--- src/sv/amrd_pkg.sv ---
// ----------------------------------------------------------------------------
// amrd_pkg
// Types and constants shared by the transform record decoder.
// ----------------------------------------------------------------------------
package amrd_pkg;

  localparam int unsigned TERM_W     = 31;
  localparam int unsigned NUM_TERMS  = 6;
  localparam int unsigned WIDTH_BITS = 5;
  localparam int unsigned TDATA_W    = ((NUM_TERMS * TERM_W + 7) / 8) * 8;

  localparam logic [TERM_W-1:0] ONE_FIXED = TERM_W'(65536);

  typedef enum logic [11:0] {
    PH_SFLAG = 12'b0000_0000_0001,
    PH_SN    = 12'b0000_0000_0010,
    PH_SX    = 12'b0000_0000_0100,
    PH_SY    = 12'b0000_0000_1000,
    PH_RFLAG = 12'b0000_0001_0000,
    PH_RN    = 12'b0000_0010_0000,
    PH_R0    = 12'b0000_0100_0000,
    PH_R1    = 12'b0000_1000_0000,
    PH_TN    = 12'b0001_0000_0000,
    PH_TX    = 12'b0010_0000_0000,
    PH_TY    = 12'b0100_0000_0000,
    PH_DONE  = 12'b1000_0000_0000
  } phase_e;

  // term order: scale_x, scale_y, skew_first, skew_second, shift_x, shift_y
  typedef logic [NUM_TERMS-1:0][TERM_W-1:0] terms_t;

  typedef struct packed {
    phase_e                phase;
    logic [WIDTH_BITS-1:0] fbits;
    logic [WIDTH_BITS-1:0] brem;
    logic [TERM_W-1:0]     acc;
    terms_t                terms;
    logic [1:0]            present;   // bit 0 scale, bit 1 rotate/skew
  } parse_st_t;

  typedef struct packed {
    logic [1:0] present;
    terms_t     terms;
  } result_t;

  localparam parse_st_t ST_RESET = '{
    phase:   PH_SFLAG,
    fbits:   '0,
    brem:    WIDTH_BITS'(1),
    acc:     '0,
    terms:   {TERM_W'(0), TERM_W'(0), TERM_W'(0), TERM_W'(0), ONE_FIXED, ONE_FIXED},
    present: '0
  };

  // sign-extend the low fbits bits of acc (acc holds no bits above them)
  function automatic logic [TERM_W-1:0] sext(input logic [TERM_W-1:0]     acc,
                                             input logic [WIDTH_BITS-1:0] fbits);
    logic [TERM_W-1:0] upper;
    logic              sgn;
    upper = {TERM_W{1'b1}} << fbits;
    sgn   = (fbits != '0) ? acc[fbits - WIDTH_BITS'(1)] : 1'b0;
    return sgn ? (acc | upper) : acc;
  endfunction

endpackage

--- src/sv/amrd_bit.sv ---
// ----------------------------------------------------------------------------
// amrd_bit
// One bit step of the record parser: shifts a bit into the current field and
// moves to the next phase when the field is complete.
// ----------------------------------------------------------------------------
module amrd_bit import amrd_pkg::*; (
  input  parse_st_t st_i,
  input  logic      bit_i,
  output parse_st_t st_o,
  output logic      done_o
);

  logic [WIDTH_BITS-1:0] brem_cur;
  logic [WIDTH_BITS-1:0] brem_nxt;
  logic [WIDTH_BITS-1:0] fb_new;
  logic [TERM_W-1:0]     acc;
  logic [TERM_W-1:0]     val;

  assign brem_cur = (st_i.brem == '0) ? WIDTH_BITS'(1) : st_i.brem;
  assign brem_nxt = brem_cur - WIDTH_BITS'(1);
  assign acc      = {st_i.acc[TERM_W-2:0], bit_i};
  assign fb_new   = acc[WIDTH_BITS-1:0];
  assign val      = sext(acc, st_i.fbits);

  always_comb begin
    st_o      = st_i;
    done_o    = 1'b0;
    st_o.acc  = acc;
    st_o.brem = brem_nxt;
    if (brem_nxt == '0) begin
      st_o.acc = '0;
      case (st_i.phase)
        PH_RFLAG: begin
          if (bit_i) begin
            st_o.present[1] = 1'b1;
            st_o.phase      = PH_RN;
            st_o.brem       = WIDTH_BITS'(WIDTH_BITS);
          end else begin
            st_o.phase = PH_TN;
            st_o.brem  = WIDTH_BITS'(WIDTH_BITS);
          end
        end
        PH_SN: begin
          st_o.fbits = fb_new;
          if (fb_new != '0) begin
            st_o.phase = PH_SX;
            st_o.brem  = fb_new;
          end else begin
            st_o.terms[0] = '0;
            st_o.terms[1] = '0;
            st_o.phase    = PH_RFLAG;
            st_o.brem     = WIDTH_BITS'(1);
          end
        end
        PH_RN: begin
          st_o.fbits = fb_new;
          if (fb_new != '0) begin
            st_o.phase = PH_R0;
            st_o.brem  = fb_new;
          end else begin
            st_o.terms[2] = '0;
            st_o.terms[3] = '0;
            st_o.phase    = PH_TN;
            st_o.brem     = WIDTH_BITS'(WIDTH_BITS);
          end
        end
        PH_TN: begin
          st_o.fbits = fb_new;
          if (fb_new != '0) begin
            st_o.phase = PH_TX;
            st_o.brem  = fb_new;
          end else begin
            st_o.terms[4] = '0;
            st_o.terms[5] = '0;
            st_o.phase    = PH_DONE;
            done_o        = 1'b1;
          end
        end
        PH_SX: begin
          st_o.terms[0] = val;
          st_o.phase    = PH_SY;
          st_o.brem     = st_i.fbits;
        end
        PH_SY: begin
          st_o.terms[1] = val;
          st_o.phase    = PH_RFLAG;
          st_o.brem     = WIDTH_BITS'(1);
        end
        PH_R0: begin
          st_o.terms[2] = val;
          st_o.phase    = PH_R1;
          st_o.brem     = st_i.fbits;
        end
        PH_R1: begin
          st_o.terms[3] = val;
          st_o.phase    = PH_TN;
          st_o.brem     = WIDTH_BITS'(WIDTH_BITS);
        end
        PH_TX: begin
          st_o.terms[4] = val;
          st_o.phase    = PH_TY;
          st_o.brem     = st_i.fbits;
        end
        PH_TY: begin
          st_o.terms[5] = val;
          st_o.phase    = PH_DONE;
          done_o        = 1'b1;
        end
        default: begin
          // scale flag; stray codes parse as the scale flag too
          if (bit_i) begin
            st_o.present[0] = 1'b1;
            st_o.phase      = PH_SN;
            st_o.brem       = WIDTH_BITS'(WIDTH_BITS);
          end else begin
            st_o.phase = PH_RFLAG;
            st_o.brem  = WIDTH_BITS'(1);
          end
        end
      endcase
    end
  end

endmodule

--- src/sv/amrd_core.sv ---
// ----------------------------------------------------------------------------
// amrd_core
// Parser state register and eight chained bit steps that consume one byte.
// ----------------------------------------------------------------------------
module amrd_core import amrd_pkg::*; (
  input  logic      clk_i,
  input  logic      rst_ni,
  input  logic      en_i,
  input  logic [7:0] byte_i,
  input  logic      restart_i,
  output logic      done_o,
  output result_t   res_o
);

  parse_st_t st_q, st_d;
  parse_st_t chain [0:8];
  parse_st_t step  [0:7];
  logic      found [0:8];
  logic      hit   [0:7];

  assign chain[0] = restart_i ? ST_RESET : st_q;
  assign found[0] = 1'b0;

  for (genvar k = 0; k < 8; k++) begin : g_bit
    amrd_bit u_bit (
      .st_i   (chain[k]),
      .bit_i  (byte_i[7-k]),
      .st_o   (step[k]),
      .done_o (hit[k])
    );
    // bits after the end of a record are padding
    assign chain[k+1] = found[k] ? chain[k] : step[k];
    assign found[k+1] = found[k] | hit[k];
  end

  assign done_o        = found[8];
  assign res_o.terms   = chain[8].terms;
  assign res_o.present = chain[8].present;
  assign st_d          = found[8] ? ST_RESET : chain[8];

  always_ff @(posedge clk_i or negedge rst_ni) begin
    if (!rst_ni) begin
      st_q <= ST_RESET;
    end else if (en_i) begin
      st_q <= st_d;
    end
  end

  a_no_done_held: assert property (@(posedge clk_i) disable iff (!rst_ni)
    st_q.phase != PH_DONE)
    else $error("parser state left in done phase");

  a_fresh_after_done: assert property (@(posedge clk_i) disable iff (!rst_ni)
    en_i && done_o |=> st_q.phase == PH_SFLAG && st_q.present == 2'b00
                       && st_q.acc == '0)
    else $error("record state not cleared after completion");

  a_flag_width_one: assert property (@(posedge clk_i) disable iff (!rst_ni)
    (st_q.phase == PH_SFLAG || st_q.phase == PH_RFLAG) |-> st_q.brem == WIDTH_BITS'(1))
    else $error("flag phase with bit count other than one");

endmodule

--- src/sv/affine_matrix_record_decoder.sv ---
// ----------------------------------------------------------------------------
// affine_matrix_record_decoder
// Decodes a byte stream of packed 2D transform records into matrix terms.
// ----------------------------------------------------------------------------
// Takes one byte per clock, back to back, while no held result stalls it. Each
// byte is held in an input register while eight unrolled bit steps advance the
// parser state, and the result is registered on the master side from the byte
// that ends its record. A held result stalls the byte in the input register,
// and the slave side once that register is full. Bits left in a byte after a
// record ends are dropped; tuser on the slave side restarts parsing at that
// byte. Scale and skew are signed 15.16, translation is raw twips.
module affine_matrix_record_decoder import amrd_pkg::*; (
  input  logic               clk_i,
  input  logic               rst_ni,
  input  logic               s_axis_tvalid,
  output logic               s_axis_tready,
  input  logic [7:0]         s_axis_tdata,   // data_byte
  input  logic [0:0]         s_axis_tuser,   // restart
  output logic               m_axis_tvalid,
  input  logic               m_axis_tready,
  output logic [TDATA_W-1:0] m_axis_tdata,   // scale_x, scale_y, skew_first,
                                             // skew_second, shift_x, shift_y
  output logic [1:0]         m_axis_tuser    // scale_present, skew_present
);

  logic       in_valid_q, in_valid_d;
  logic [7:0] in_byte_q;
  logic       in_restart_q;
  logic       out_valid_q, out_valid_d;
  result_t    out_q;
  logic       advance;
  logic       done;
  result_t    res;

  assign advance       = in_valid_q && (!out_valid_q || m_axis_tready);
  assign s_axis_tready = !in_valid_q || advance;

  always_comb begin
    in_valid_d = in_valid_q;
    if (s_axis_tvalid && s_axis_tready) begin
      in_valid_d = 1'b1;
    end else if (advance) begin
      in_valid_d = 1'b0;
    end
  end

  always_comb begin
    out_valid_d = out_valid_q;
    if (advance && done) begin
      out_valid_d = 1'b1;
    end else if (m_axis_tready) begin
      out_valid_d = 1'b0;
    end
  end

  always_ff @(posedge clk_i or negedge rst_ni) begin
    if (!rst_ni) begin
      in_valid_q  <= 1'b0;
      out_valid_q <= 1'b0;
    end else begin
      in_valid_q  <= in_valid_d;
      out_valid_q <= out_valid_d;
    end
  end

  always_ff @(posedge clk_i) begin
    if (s_axis_tvalid && s_axis_tready) begin
      in_byte_q    <= s_axis_tdata;
      in_restart_q <= s_axis_tuser[0];
    end
    if (advance && done) begin
      out_q <= res;
    end
  end

  amrd_core u_core (
    .clk_i     (clk_i),
    .rst_ni    (rst_ni),
    .en_i      (advance),
    .byte_i    (in_byte_q),
    .restart_i (in_restart_q),
    .done_o    (done),
    .res_o     (res)
  );

  assign m_axis_tvalid = out_valid_q;
  assign m_axis_tdata  = {(TDATA_W - NUM_TERMS * TERM_W)'(0), out_q.terms};
  assign m_axis_tuser  = out_q.present;

  a_scale_identity: assert property (@(posedge clk_i) disable iff (!rst_ni)
    out_valid_q && !out_q.present[0] |->
      out_q.terms[0] == ONE_FIXED && out_q.terms[1] == ONE_FIXED)
    else $error("absent scale not reported as one");

  a_skew_identity: assert property (@(posedge clk_i) disable iff (!rst_ni)
    out_valid_q && !out_q.present[1] |->
      out_q.terms[2] == '0 && out_q.terms[3] == '0)
    else $error("absent skew not reported as zero");

  a_input_held: assert property (@(posedge clk_i) disable iff (!rst_ni)
    in_valid_q && out_valid_q && !m_axis_tready |=>
      in_valid_q && $stable(in_byte_q) && $stable(in_restart_q))
    else $error("buffered byte lost while output stalled");

endmodule

--- config.mk ---
export PLATFORM = sky130hd
export DESIGN_NAME = affine_matrix_record_decoder
export DESIGN_NICKNAME = d
export VERILOG_FILES = /design/src/sv/amrd_pkg.sv /design/src/sv/amrd_bit.sv /design/src/sv/amrd_core.sv /design/src/sv/affine_matrix_record_decoder.sv
export SDC_FILE = /design/constraint.sdc
export NUM_CORES = 2
export LEC_CHECK = 0
export BUFFER_PORTS_ARGS = -buffer_cell sky130_fd_sc_hd__buf_4
export CAP_MARGIN = 20
export CELL_PAD_IN_SITES_DETAIL_PLACEMENT = 0
export CELL_PAD_IN_SITES_GLOBAL_PLACEMENT = 2
export CORE_MARGIN = 2
export CORE_UTILIZATION = 28
export DETAILED_ROUTE_END_ITERATION = 8
export GPL_TIMING_DRIVEN = 0
export PLACE_DENSITY = 0.7
export SYNTH_ARGS = -nofsm -noshare
export SYNTH_HDL_FRONTEND = slang
export SYNTH_SLANG_ARGS = --single-unit
export TNS_END_PERCENT = 1
--- constraint.sdc ---
create_clock -name clk_i -period 34.1 [get_ports clk_i]
set_clock_uncertainty 0.1 [all_clocks]
set_input_delay 3.41 -clock clk_i [delete_from_list [all_inputs] [get_ports clk_i]]
set_output_delay 3.41 -clock clk_i [all_outputs]
set_load 0.02 [all_outputs]
==> impl_metrics.tcl <==
set metrics [dict create \
    pin_count 209 \
    clock_latency_ns 0.74 \
    dieArea_um2 165000 \
    rsz0062_at_grt "false" \
    drt_pre_antenna_iters 8 \
    final_common_cell "nand2_1" \
    initial_core_util_pct 28.2 \
    slew_headroom_pct -7.01 \
    synth_edf_count 197 \
    ys_seq_area_share_pct 26.4 \
    synthTopCellsByArea "dfrtp_1 (13%), edfxtp_1 (13%), nand2_1 (7.1%)" \
    routedWlPerCell_um 48.4 \
    critPathKind "flop to flop" \
    start_kind "flop" \
    finalSetupViolCount 0 \
    yosysWarnings 0 \
    finalCritPeriodShare_pct 80.6 \
    cts.sinks 439 \
    yosys.area.top_type "dfrtp_1" \
    port_buffers 202 \
    row_count 147 \
    layout_common_cells "nand2_1 (855), nor2_1 (735), a21oi_1 (589)" \
    grt_pass1_vias 55300 \
    dieWidth_um 407 \
    post_cts_buffers 0 \
    grt_pass1_wl_um 557000 \
    place_congestion 1.13 \
    place_hpwl_um 365000 \
    tritoncts "built" \
    syn_avg_cell_area_um2 7.17 \
    cp_max_fo 10 \
    synth_ff_type "dfrtp_1" \
    synth_cell_types 134 \
    drt-total-wl_um 439000 \
    timing.final.crit_period_ns 27.49 \
    grtUsageTotal_pct 51.0 \
    final_cells 9075 \
    overflow 0 \
    placed_cells 8890 \
    core_area_um2 161000 \
    ys_async_sr_fraction_pct 55.1 \
    status "complete, but fails checks" \
    viasPerCell 6.97 \
    dr.first_iter.drc_count 11300 \
    fmaxAchievable_ghz 0.0364 \
    violations "slew limit" \
    clock_path_buffers 3 \
    cp_data_required_time_ns 34.33 \
    critPathMaxStageDelay_ns 1.22 \
    hold_path.class "flop to flop" \
    worstRegToRegCells 81 \
    maxSlewViolCount 24 \
    die_h_um 407 \
    path_clk_slew_ns 0.07 \
    cts-root-buf "clkbuf_16" \
    critPathArrivalTime_ns 27.72 \
    min_path_cells 2 \
    drc 0 \
    area_growth_pct 19.9 \
    grt_start_max_net_pins 86 \
    hold_violations 0 \
    worst_slew_pin_slew_ns 1.61 \
    cpMaxStageDelayCell "o22ai_1" \
    hold_buffers 0 \
    layout.nets 6885 \
    ys_ff_latch 439 \
    drive_above_1_share_pct 12.5 \
    maxCapViolations 0 \
    postRouteAntennaNets 0 \
    vias 63300 \
    antenna_found_initial 41 \
    htreeDepth 2 \
    cp_common_cell "clkbuf_1" \
    synthCells 6329 \
    synth_top_area_share_pct 13.1 \
    cts_buffers 54 \
    cts_resized 0 \
    synth.cell_area_um2 45400 \
    end_kind "flop" \
]
## metrics by stage
stage / cell area [µm²] / setup slack, ns / setup TNS, ns / utilization [%] / hold WS (ns)
global placement: 49600 / -2.02 / -358.61 / 30.9 / 0.369
detailed placement: 52000 / 8.00 / 0 / 32.4 / 0.379
floorplan: 45400 / 8.71 / 0 / - / 0.339
global route: 54300 / 5.73 / 0 / 33.8 / 0.409
CTS: 54000 / 7.88 / 0 / 33.6 / 0.395
finish: 54400 / 6.61 / 0 / 33.9 / 0.394
## Yosys cell counts, types with 40 or more instances
cell type	n
and3_1	50
a31oi_1	42
a21oi_1	614
nand3_1	112
o21ai_1	106
clkbuf_1	444
dfrtp_1	238
inv_1	88
ha_1	48
nor2_1	737
o21ai_0	536
mux4_2	40
mux2i_1	48
nand2_1	855
nor3_1	128
and2_1	42
edfxtp_1	197
a22o_1	171
a22oi_1	374
buf_2	53
o22ai_1	487
a21o_1	53
## kinds of logic after synthesis
group	after synthesis	synth area share, %
AOI/OAI and AO/OA	2838	40.5
muxes	105	3.46
DFF	439	26.4
buffers and inverters	642	5.60
and+or+nand+nor	2228	22.2
adders and majority gates	48	1.32
xor gates and xnor gates	28	0.557
other	1	0.00826
## path summary, 6_finish.rpt
| kind | from | end | slack (ns) |
|---|---|---|---|
| worst max-delay path | in_restart_q | m_axis_tdata[92] | 6.61 |
| worst min-delay path | u_core.st_q[66] | u_core.st_q[66] | 0.39 |
| worst max register to register | in_restart_q | m_axis_tdata[92] | 6.61 |
| worst min register to register | u_core.st_q[66] | u_core.st_q[66] | 0.39 |
| max in group asynchronous | rst_ni | u_core.st_q[164] | 30.15 |
| min in group asynchronous | rst_ni | u_core.st_q[40] | 2.57 |
## critical path: cells and delay by family (launching register included)
family	cells	cell delay [ns]
buffers and inverters	24	8.64
and+or+nand+nor	22	6.44
AOI/OAI and AO/OA	25	8.72
adders and majority gates	8	2.01
muxes	1	0.30
xor gates and xnor gates	1	0.40
DFF	1	0.39
## area by class of cell
| cell class | count | area, µm² |
|---|---|---|
| multi-input combinational | 5253 | 31300 |
| antenna | 45 | 113 |
| buffer | 550 | 2200 |
| sequential | 439 | 12000 |
| fill | 17700 | 106000 |
| clock buffer | 69 | 1480 |
| tap | 2160 | 2700 |
| timing repair buffer | 434 | 3870 |
| inverter | 92 | 345 |
| clock inverter | 33 | 465 |
## state kept, by name, summed over array words and instances (netlist names)
register,cells
in_valid_q,1
m_axis_tuser,2
in_byte_q,8
u_core.st_q,240
in_restart_q,1
m_axis_tvalid,1
m_axis_tdata,186
## layer usage
| layer | track usage (%) | vias up | share of wire (%) |
|---|---|---|---|
| li1 | - | 25200 | - |
| met1 | 64.0 | 31300 | 39 |
| met2 | 64.7 | 5608 | 36 |
| met3 | 28.2 | 1183 | 16 |
| met4 | 35.1 | 34 | 8.7 |
| met5 | 1.64 | - | 0.14 |
Power is left out: the tool's default activity adds up to more than one toggle a clock period on the data nets, which glitch-free logic cannot reach.
